===== config.mk =====
export PLATFORM = sky130hd
export DESIGN_NAME = first_fit_page_allocator_top
export DESIGN_NICKNAME = d
export VERILOG_FILES = /design/src/design/ffpa_pkg.sv /design/src/design/first_fit_page_allocator_top.sv
export VERILOG_INCLUDE_DIRS = /design/src /design/src/design
export SDC_FILE = /design/constraint.sdc
export NUM_CORES = 2
export LEC_CHECK = 0
export CAP_MARGIN = 25
export CORE_ASPECT_RATIO = 0.9
export CORE_MARGIN = 2
export CORE_UTILIZATION = 55
export DETAILED_ROUTE_END_ITERATION = 6
export DONT_BUFFER_PORTS = 1
export PLACE_DENSITY = 0.75
export SETUP_SLACK_MARGIN = 0.15
export SLEW_MARGIN = 0
export SYNTH_ARGS = -nofsm -noshare
export SYNTH_HDL_FRONTEND = slang
export SYNTH_SLANG_ARGS = --single-unit

===== constraint.sdc =====
create_clock -name clk -period 7 [get_ports clk]
set_input_delay 0.7 -clock clk [delete_from_list [all_inputs] [get_ports clk]]
set_output_delay 0.7 -clock clk [all_outputs]
set_load 0.05 [all_outputs]

===== src/design/first_fit_page_allocator_top_defines.svh =====
// assertion macros for the first-fit page allocator
`ifndef FIRST_FIT_PAGE_ALLOCATOR_TOP_DEFINES_SVH
`define FIRST_FIT_PAGE_ALLOCATOR_TOP_DEFINES_SVH

// same-cycle implication
`define FFPA_ASSERT_NOW(lbl, ante, cons) \
  lbl: assert property (@(posedge clk) disable iff (rst) (ante) |-> (cons)) \
    else $error("allocator check failed");

// next-cycle implication
`define FFPA_ASSERT_NEXT(lbl, ante, cons) \
  lbl: assert property (@(posedge clk) disable iff (rst) (ante) |=> (cons)) \
    else $error("allocator check failed");

`endif


===== src/design/ffpa_pkg.sv =====
// shared constants and types for the first-fit page allocator
`timescale 1ns / 1ps
package ffpa_pkg;

  localparam int unsigned MaxExtentsDefault = 64;
  localparam int unsigned PageIndexBitsDefault = 20;

  // operation codes
  localparam logic [1:0] FUNC_ALLOC = 2'd0;
  localparam logic [1:0] FUNC_FREE  = 2'd1;
  localparam logic [1:0] FUNC_ADD   = 2'd2;

  // status codes
  localparam logic [2:0] STAT_OK    = 3'd0;
  localparam logic [2:0] STAT_SHORT = 3'd1;
  localparam logic [2:0] STAT_NOFIT = 3'd2;
  localparam logic [2:0] STAT_FULL  = 3'd3;
  localparam logic [2:0] STAT_BAD   = 3'd4;

  typedef enum logic [3:0] {
    S_IDLE = 4'b0001,
    S_CHK  = 4'b0010,
    S_SCAN = 4'b0100,
    S_FIN  = 4'b1000
  } state_t;

endpackage


===== src/design/first_fit_page_allocator_top.sv =====
// first-fit page allocator: extent table, scan sequencer and result register
// allocate and free scan the extent table; add and rejected requests skip the scan
// one word at a time: the next word is taken once the sequencer is idle
// the scan reads one table entry per cycle from the extent memory (one read, one write
// port) and compacts the table in the same pass by writing kept entries behind the read
// reset: sync active-high rst empties the table and clears the free total
`timescale 1ns / 1ps
`include "first_fit_page_allocator_top_defines.svh"
module first_fit_page_allocator_top #(
  parameter int unsigned MAX_EXTENTS = ffpa_pkg::MaxExtentsDefault,
  parameter int unsigned PAGE_INDEX_BITS = ffpa_pkg::PageIndexBitsDefault
) (
  input  logic clk,
  input  logic rst,
  input  logic s_tvalid,
  output logic s_tready,
  // func, page_start, page_count
  input  logic [((2*PAGE_INDEX_BITS+3+7)/8)*8-1:0] s_tdata,
  output logic m_tvalid,
  input  logic m_tready,
  // status, alloc_start, free_pages
  output logic [((2*PAGE_INDEX_BITS+4+7)/8)*8-1:0] m_tdata
);
  import ffpa_pkg::*;

  localparam int P = PAGE_INDEX_BITS;
  localparam int IW = (MAX_EXTENTS > 1) ? $clog2(MAX_EXTENTS) : 1;
  localparam int CW = $clog2(MAX_EXTENTS + 1);
  localparam int OW = ((2*P+4+7)/8)*8;
  localparam logic [CW-1:0] MaxCnt = CW'(MAX_EXTENTS);
  localparam logic [P+1:0] PageSpace = (P+2)'(1) << P;

  state_t state;
  logic [1:0] func;
  logic [P-1:0] bs;
  logic [P:0] cnt, blen;
  logic [P+1:0] bend;
  logic [CW-1:0] count, r, w;
  logic [P:0] total;
  logic [2:0] st;
  logic found, absorbed, ev_vld;
  logic [P-1:0] where;
  logic [P-1:0] rd_s;
  logic [P:0] rd_l;
  logic [P-1:0] mem_s [MAX_EXTENTS];
  logic [P:0] mem_l [MAX_EXTENTS];

  logic rd_en, wr_en, commit, full, fin_ok;
  logic [IW-1:0] wr_addr;
  logic [P-1:0] wr_s;
  logic [P:0] wr_l;
  logic hit_after, hit_before;
  logic [2:0] chk_st;
  logic [2:0] res_st;
  logic [P-1:0] res_start;
  logic [P:0] res_free;

  assign s_tready = (state == S_IDLE);
  assign commit = !m_tvalid || m_tready;
  assign rd_en = (state == S_SCAN) && (r < count);
  assign hit_after = (bend == {2'b00, rd_s});
  assign hit_before = (({2'b00, rd_s} + {1'b0, rd_l}) == {2'b00, bs});
  assign full = (func != FUNC_ALLOC) && (count == MaxCnt) &&
                ((func == FUNC_ADD) || !absorbed);
  assign fin_ok = (st == STAT_OK) && !full && ((func != FUNC_ALLOC) || found);

  // request checks before the scan
  always_comb begin
    chk_st = STAT_OK;
    if (func == FUNC_ALLOC) begin
      if (cnt == '0) begin
        chk_st = STAT_BAD;
      end else if (cnt > total) begin
        chk_st = STAT_SHORT;
      end
    end else if (func == FUNC_FREE || func == FUNC_ADD) begin
      if (cnt == '0 || ({2'b00, bs} + {1'b0, cnt}) > PageSpace ||
          ({1'b0, total} + {1'b0, cnt}) > PageSpace) begin
        chk_st = STAT_BAD;
      end
    end else begin
      chk_st = STAT_BAD;
    end
  end

  // result word fields
  always_comb begin
    res_st = st;
    res_start = '0;
    res_free = total;
    if (st == STAT_OK) begin
      if (func == FUNC_ALLOC) begin
        if (found) begin
          res_start = where;
          res_free = total - cnt;
        end else begin
          res_st = STAT_NOFIT;
        end
      end else if (full) begin
        res_st = STAT_FULL;
      end else begin
        res_free = total + cnt;
      end
    end
  end

  // memory write select: scan write-back or tail append
  always_comb begin
    wr_en = 1'b0;
    wr_addr = w[IW-1:0];
    wr_s = rd_s;
    wr_l = rd_l;
    if (state == S_SCAN && ev_vld) begin
      if (func == FUNC_ALLOC) begin
        if (!found && rd_l >= cnt) begin
          wr_en = (rd_l != cnt);
          wr_s = rd_s + cnt[P-1:0];
          wr_l = rd_l - cnt;
        end else begin
          wr_en = 1'b1;
        end
      end else begin
        wr_en = !(hit_after || hit_before);
      end
    end else if (state == S_FIN && commit && fin_ok && func != FUNC_ALLOC) begin
      wr_en = 1'b1;
      wr_s = bs;
      wr_l = blen;
    end
  end

  // extent memory with registered read
  always_ff @(posedge clk) begin
    if (rd_en) begin
      rd_s <= mem_s[r[IW-1:0]];
      rd_l <= mem_l[r[IW-1:0]];
    end
    if (wr_en) begin
      mem_s[wr_addr] <= wr_s;
      mem_l[wr_addr] <= wr_l;
    end
  end

  // sequencer
  always_ff @(posedge clk) begin
    if (rst) begin
      state <= S_IDLE;
      count <= '0;
      total <= '0;
      m_tvalid <= 1'b0;
      ev_vld <= 1'b0;
    end else begin
      if (state == S_FIN && commit) begin
        m_tvalid <= 1'b1;
      end else if (m_tvalid && m_tready) begin
        m_tvalid <= 1'b0;
      end
      case (state)
        S_IDLE: begin
          if (s_tvalid) begin
            func <= s_tdata[1:0];
            bs <= s_tdata[P+1:2];
            cnt <= s_tdata[2*P+2:P+2];
            state <= S_CHK;
          end
        end
        S_CHK: begin
          r <= '0;
          w <= (func == FUNC_ADD) ? count : '0;
          ev_vld <= 1'b0;
          found <= 1'b0;
          absorbed <= 1'b0;
          blen <= cnt;
          bend <= {2'b00, bs} + {1'b0, cnt};
          st <= chk_st;
          state <= (chk_st != STAT_OK || func == FUNC_ADD) ? S_FIN : S_SCAN;
        end
        S_SCAN: begin
          ev_vld <= rd_en;
          if (rd_en) r <= r + 1'b1;
          if (ev_vld) begin
            if (wr_en) w <= w + 1'b1;
            if (func == FUNC_ALLOC) begin
              if (!found && rd_l >= cnt) begin
                found <= 1'b1;
                where <= rd_s;
              end
            end else if (hit_after) begin
              blen <= blen + rd_l;
              bend <= bend + {1'b0, rd_l};
              absorbed <= 1'b1;
            end else if (hit_before) begin
              bs <= rd_s;
              blen <= blen + rd_l;
              absorbed <= 1'b1;
            end
          end
          if (!rd_en && !ev_vld) state <= S_FIN;
        end
        S_FIN: begin
          if (commit) begin
            m_tdata <= OW'({res_free, res_start, res_st});
            if (fin_ok) begin
              count <= (func == FUNC_ALLOC) ? w : w + 1'b1;
              total <= res_free;
            end
            state <= S_IDLE;
          end
        end
        default: state <= S_IDLE;
      endcase
    end
  end

  `FFPA_ASSERT_NOW(a_count_range, 1'b1, count <= MaxCnt)
  `FFPA_ASSERT_NOW(a_write_behind, state == S_SCAN, w <= r)
  `FFPA_ASSERT_NEXT(a_accept_chk, s_tvalid && s_tready, state == S_CHK)

endmodule


# Word level (Yosys, flattened, before mapping)
# Memories as Yosys holds them, arrays and structs flattened. A register that Yosys moved wholly into a read port is not among the register bits.
# Cells that the tools add are included.
[word_totals] inputBits=52 ff_bits=203 mem_bits_rw=2624 mem_count=2 output_inout_bits=50 wordCells=174
[classes] addsub=11 reduce_logical=48 n_eq_ne=23 mux=66 bitwise=1 magnitude_cmp=5
[memory_table] memory="mem_l" words=64 word_bits=21 rd=1 rd_clocked_by_memory_dff=1 write_ports=1 line_no="first_fit_page_allocator_top.sv:46" text="logic [P:0] mem_l [MAX_EXTENTS];"
[memory_table] memory="mem_s" words=64 word_bits=20 rd=1 rd_clocked_by_memory_dff=1 write_ports=1 line_no="first_fit_page_allocator_top.sv:45" text="logic [P-1:0] mem_s [MAX_EXTENTS];"
[ops] op="21-bit 2-to-1 mux" count=12
[ops] op="20-bit 2-to-1 mux" count=9
[ops] op="22-bit 2-to-1 mux" count=3
[ops] op="20-bit by 21-bit adder with 22-bit output" count=2
[ops] op="22-bit by 20-bit equality test with 1-bit output" count=2
[ops] op="22-bit by 21-bit > comparator with 1-bit output (second input constant)" count=2
[ops] op="22-bit case mux with 2 select lines" count=1
[ops] op="21-bit adder" count=2
[ops] op="21-bit case mux with 2 select lines" count=1
[ops] op="21-bit subtractor" count=2
[ops] op="20-bit case mux with 2 select lines" count=1
[ops] op="7-bit 2-to-1 mux" count=5
[ops] op="7-bit case mux with 2 select lines" count=2
[ops] op="3-bit 2-to-1 mux" count=8
[ops] op="21-bit by 21-bit adder with 22-bit output" count=1
[ops] op="22-bit by 21-bit adder with 22-bit output" count=1
[ops] op="21-bit >= comparator" count=1
[ops] op="21-bit > comparator" count=1
[ops] op="21-bit logical NOT" count=1
[ops] op="21-bit inequality test" count=1
[ops] op="20-bit adder" count=1
[ops] op="5-bit AND reduction" count=4
[ops] op="2-bit inequality test (second input constant)" count=9
[ops] op="3-bit AND reduction" count=6
[ops] op="other kinds (26)" count=76

# Depth between registers and ports, before layout
[depth] depth_word=13 depth_mapped=15 depth_no_buf=13

# Worst setup path before layout
# Ideal clock, no wire load.
[synth_timing] kind="register to register" startpoint="register cnt[1]" endpoint="memory mem_s[0][19] in the netlist's numbering, data pin" n_path_buf=0 arrival_time_ns=5.423 required_time_ns=6.232 path_slack_ns=0.810 synth_period_minus_slack_ns=6.190 path_stages_with_launch=11 setup_time_ns=0.768 cell_sequence="edfxtp_1 > inv_1 > ha_1 > nor2b_1 > o31ai_1 > a21oi_1 > a211oi_1 > o21ai_0 > a21oi_1 > nor2_1 > a311oi_1"
[synth_via] elab_chain_len=5 elab_cells_between_ends=6 cone_classes="add/sub: 1; order compare: 1; mux: 3; reduce/logical: 1"
[synth_rtl] element="start: declaration" line_no="first_fit_page_allocator_top.sv:36" text="logic [P:0] cnt, blen;"
[synth_rtl] element="start signal: assignment" line_no="first_fit_page_allocator_top.sv:163" text="cnt <= s_tdata[2*P+2:P+2];"
[synth_rtl] element="21-bit >= comparator" line_no="first_fit_page_allocator_top.sv:115" text="if (!found && rd_l >= cnt) begin"
[synth_rtl] element="1-bit logical AND" line_no="first_fit_page_allocator_top.sv:115"
[synth_rtl] element="20-bit 2-to-1 mux (*)" line_no="first_fit_page_allocator_top.sv:115"
[synth_rtl] element="20-bit 2-to-1 mux (*)" line_no="first_fit_page_allocator_top.sv:114" text="if (func == FUNC_ALLOC) begin"
[synth_rtl] element="20-bit 2-to-1 mux (*)" line_no="first_fit_page_allocator_top.sv:113" text="if (state == S_SCAN && ev_vld) begin"
[synth_rtl] element="net wr_s[19]" line_no="first_fit_page_allocator_top.sv:50" text="logic [P-1:0] wr_s;"
[synth_rtl] element="end: declaration" line_no="first_fit_page_allocator_top.sv:45"
# Mark *: on every way through the listed nets, which the timed path passes. The rest lies on a longest branch.

# Final worst setup path
[layout_timing] startpoint="register rd_s[14], read port of mem_s" endpoint="memory mem_s[9][19] in the netlist's numbering, enable pin"
[layout_via] elab_chain_len=8 elab_cells_between_ends=9 cone_classes="add/sub: 1; eq/ne: 2; mux: 4; reduce/logical: 2"
[layout_rtl] element="start: declaration" line_no="first_fit_page_allocator_top.sv:43" text="logic [P-1:0] rd_s;"
[layout_rtl] element="20-bit by 21-bit adder with 22-bit output" line_no="first_fit_page_allocator_top.sv:62" text="assign hit_before = (({2'b00, rd_s} + {1'b0, rd_l}) == {2'b00, bs});"
[layout_rtl] element="22-bit by 20-bit equality test with 1-bit output" line_no="first_fit_page_allocator_top.sv:62"
[layout_rtl] element="1-bit logical OR (*)" line_no="first_fit_page_allocator_top.sv:123" text="wr_en = !(hit_after || hit_before);"
[layout_rtl] element="1-bit logical NOT (*)" line_no="first_fit_page_allocator_top.sv:123"
[layout_rtl] element="1-bit 2-to-1 mux (*)" line_no="first_fit_page_allocator_top.sv:114"
[layout_rtl] element="1-bit 2-to-1 mux (*)" line_no="first_fit_page_allocator_top.sv:113"
[layout_rtl] element="1-bit 2-to-1 mux (*)" line_no="first_fit_page_allocator_top.sv:138" text="if (wr_en) begin"
[layout_rtl] element="1-bit 2-to-1 mux (not written as such) (*)" line_no="first_fit_page_allocator_top.sv:139" text="mem_s[wr_addr] <= wr_s;"
# Mark *: on every way between the ends. The rest lies on a longest branch, timed or not.

==> results.md <==
- Headroom to the max-slew limit came out at a little under a quarter.
- The synthesis-to-layout area growth is 12.4%.
- The beginning of the worst hold path is s_tdata[10].
- The sort of element at the end of the critical path is a register.
- The number of nets in the layout is around 6300.
- In this run the worst setup path begins at rd_s[14]$_DFFE_PP_.
- The standby leakage power is ~42 nW.
- Of the available clock period, the critical path in the final layout requires between 80% and 90%.
- Setup violations remaining at the end of the flow were counted as 0.
- The number of buffers inserted for hold repair after clock tree synthesis is 41.
- For this block, the initial DRC count from the detailed router was 8564.
- The cell with the most instances after synthesis is edfxtp_1.
- The total area inside the core boundary comes to approximately 210000 µm².
- In this run the mean area of a mapped cell was approximately 20 µm².
- The number of max-capacitance violations reported is 0.
- The clock network is responsible for between 40% and 50% of the overall power.
- The per-cell routed wire length is approximately 33 µm.
- The tightest hold margin is 0.0551 ns.
- After global routing the overflow that remains totals 0.
- The class of the worst hold path is input port to register.
- The number of rows created at floorplan is ~160.
- Of all flip-flops after synthesis, the portion carrying an async set or reset was 0%.
- The initial standard-cell utilization of the core is ~55%.
- The number of antenna violations at the first check in global routing is 29.
- In the routed design, unresolved DRC markers number 0.
- The total die area is between 200000 and 250000 µm².
- The ratio of cells with drive above 1 in the final layout is between 20% and 30%.
- Net switching is between 20% and 30% of the power.
- The final hold violation count is 0.
- Yosys printed 0 warnings.
- The congestion estimate from routability-driven global placement came to 0.957.
- The overall track demand over capacity in global routing is roughly 28%.
- Setup repair after global routing left no endpoint under its margin.
- The number of enable-type register cells in the synthesized netlist is between 2000 and 3000.
- The wire length reported by the detailed router is between 300 and 400 mm.
- The endpoint of the worst setup timing path is mem_s[9][19]$_DFFE_PP_.
- The post-synth design cell area is between 100000 and 150000 µm².
- Detailed routing inserted a total of between 60000 and 70000 vias.
- The startpoint type of the worst setup path is a register.
- The internal power contribution is approximately 28 mW.
- The cell taking the most area after synthesis is edfxtp_1.
- The cell area power density is 262 nW/µm².
- By count the netlist is led by edfxtp_1 (2833), mux4_2 (861), nor2_1 (221), clkbuf_1 (197), nand2_1 (184).
- Clock skew on the completed layout was measured at between 0.1 and 0.15 ns.
- In this run the horizontal extent of the chip is 493 µm.
- Sequential elements use between 70% and 80% of the synthesized area.
- The power after layout is 34.8 mW.
- The critical register-to-register path endpoint is mem_s[9][19]$_DFFE_PP_.
- The area share of the leading cell type in the synthesized netlist is 72.0%.
- The most common flop cell mapped by yosys is edfxtp_1.
- For the final routed database, the setup TNS stands at 0 ns.
- The transition time of the tightest slew-check pin is approximately 1.2 ns.
- The number of placed I/O pins is 102.
- The post-CTS clock slew at the launch and capture registers of the worst setup and hold paths is around 0.070 ns.
- The data required time at the worst endpoint is roughly 7.5 ns.
- Buffers added to address setup during post-CTS repair amount to 0.
- The buffer cell driving the clock tree root is clkbuf_16.
- The count of instances resized after the clock tree is built is 0.
- The smallest clock period supported by the final layout is computed as 5.85 ns.
- The critical path class is register to register.
- The switching power summed over all nets is 7.04 mW.
- The highest ir drop seen on vdd is about 0.28 mV.
- In this run the remaining antenna-violating nets after routing total 0.
- The number of clock buffers added by TritonCTS is between 200 and 300.
- The setup slack of the most critical reg-to-reg path is between 1 and 1.5 ns.
- The critical register-to-register path startpoint is rd_s[14]$_DFFE_PP_.
- The first-pass GRT wire length is 441 mm.
- The largest net degree at the start of global routing is approximately 150.
- The first-pass iteration count of the detailed router is 6.
- After synthesis the netlist holds a flip-flop and latch count of approximately 2900.
- The flow ran to the end, and the final reports show no timing, DRC or antenna violations.
- Using the TritonRoute via totals, the vias-per-cell ratio works out to approximately 6.7.
- Cells fill between 60 and 70% of the core in the end.
- The number of clock sinks is approximately 2900.
- The buffer depth of the longest clock path is 4.
- Along the worst path, the maximum fanout reaches 33.
- The number of global-route vias before repair came to approximately 62000.
- The maximum operating frequency is roughly 170 MHz.
- The die is 444 µm tall.
- Buffers placed on the I/O ports in this run total 0.
- For the worst flop-to-flop path, the logic depth is 13.
- TritonCTS built the clock tree.
- The sequential group share of total power is roughly 54%.
- The data arrival time of the critical path is 6.39 ns.
- In the post-synthesis netlist, the biggest area contributors are edfxtp_1 (72%), mux4_2 (16%), ha_1 (1.8%).
- Synthesis instantiated 88 different standard cells from the library.
- In this run, the combinational gates consume between 2 and 3% of the power.
- The sum of net half-perimeters after detailed placement is 171 mm.
- The total number of H-tree levels is 5.
- The number of max-slew violations in the final report is 0.
- The clock reaches the later pin of the worst-skew pair after 0.95 ns.
- The synthesized netlist cell count is about 5800.
[area by class of cell]
cell class | instances | area [µm²]
Fill cell | 13900 | 81000
Timing Repair Buffer | 242 | 2270
Clock buffer | 357 | 7770
Antenna cell | 6 | 15.0
Inverter | 89 | 334
Clock inverter | 153 | 1350
Tap cell | 2852 | 3570
Multi-Input combinational cell | 2579 | 31700
Sequential cell | 2867 | 85800
[power by group through the flow]
| stage | logic [mW] | clock network (mW) | registers (mW) |
|---|---|---|---|
| floorplan | 0.592 | 0 | 19.1 |
| global placement | 0.833 | 0 | 19.1 |
| detailed placement | 0.848 | 0 | 19.1 |
| CTS | 0.885 | 15.3 | 18.7 |
| global route | 0.958 | 15.9 | 18.7 |
| finish | 0.900 | 15.2 | 18.7 |
[worst min path at each step]
stage	to	slack (ns)	cells past startpoint
6_report	bs[8]$_DFFE_PP_	0.06	2
5_1_grt	bs[15]$_DFFE_PP_	0.03	2
4_1_cts	bs[8]$_DFFE_PP_	0.003	2
3_5_place_dp	total[0]$_SDFFE_PP0P_	0.48	2
3_3_place_gp	total[0]$_SDFFE_PP0P_	0.48	2
2_1_floorplan	count[0]$_SDFFE_PP0P_	0.46	2
[routing by layer]
| metal | track usage, % | share of wire [%] | wire length [µm] | vias to the layer above |
|---|---|---|---|---|
| met3 | 5.25 | 11 | 33700 | 583 |
| met1 | 39.8 | 37 | 113000 | 32000 |
| met5 | 0 | 0.032 | 97 | - |
| met4 | 8.24 | 3.0 | 9100 | 16 |
| met2 | 44.9 | 49 | 149000 | 3974 |
| li1 | - | - | - | 24800 |
[through the flow]
| stage | cell area [µm²] | std cells | setup WS, ns |
|---|---|---|---|
| 4_1_cts | 133000 | 9133 | 1.28 |
| 2_1_floorplan | 118000 | 5827 | 0.810 |
| 3_5_place_dp | 123000 | 8582 | 1.31 |
| 3_3_place_gp | 123000 | 8573 | 1.30 |
| 5_1_grt | 133000 | 9141 | 0.910 |
| 6_report | 133000 | 9145 | 1.15 |
[layout by cell type (no fill, tap or decap), types with 22 or more instances in the layout]
cell type / instances
clkinv_2: 43
dlygate4sd3_1: 40
xor2_1: 72
clkbuf_16: 302
xnor2_1: 105
bufinv_16: 23
o211ai_1: 24
nor3_1: 52
nor2_1: 183
clkbuf_1: 54
o21ai_0: 113
dfxtp_1: 34
nand3_1: 45
clkinv_1: 65
nor3_2: 57
o22ai_1: 42
o21a_1: 33
ha_1: 173
nand2_1: 184
and3_1: 30
a21oi_1: 134
edfxtp_1: 2833
o21bai_1: 24
nor2_4: 36
mux4_2: 861
buf_12: 22
buf_4: 170
inv_1: 87
nand2b_1: 31
a21o_1: 47
[sequential cells by signal, summed over array words and instances (netlist names), 2 cells and up]
name and cells:
blen 21, where 20, rd_s 20, count 7, r 7, cnt 21, state 4, mem_s 1280
st 2, w 7, func 2, bs 20, bend 22, rd_l 21, m_tdata 44, mem_l 1344
total 21
[cells by family (layout without fill, tap and decap cells)]
group | count (synthesis) | after routing | share of synthesized area, %
flops | 2867 | 2867 | 72.6
fa+ha+maj | 181 | 181 | 1.97
other cells | 1 | 10 | 0.00317
mux | 873 | 873 | 16.5
xor+xnor | 177 | 177 | 1.31
compound gates | 596 | 596 | 3.37
buf+inv | 381 | 841 | 1.25
simple gates | 748 | 748 | 3.01
[critical path, stage by stage (launching register included)]
cell	delay [ns]
edfxtp_1	0.62
ha_1	0.48
a21o_1	0.20
a21o_1	0.18
a21oi_1	0.32
mux2_2	0.38
a2111oi_0	0.42
nand4_1	0.18
nor4_1	0.41
nand4_2	0.37
a31oi_4	0.93
buf_4	0.38
nor3_2	0.16
buf_4	0.38
(Power assumes the default switching activity.)
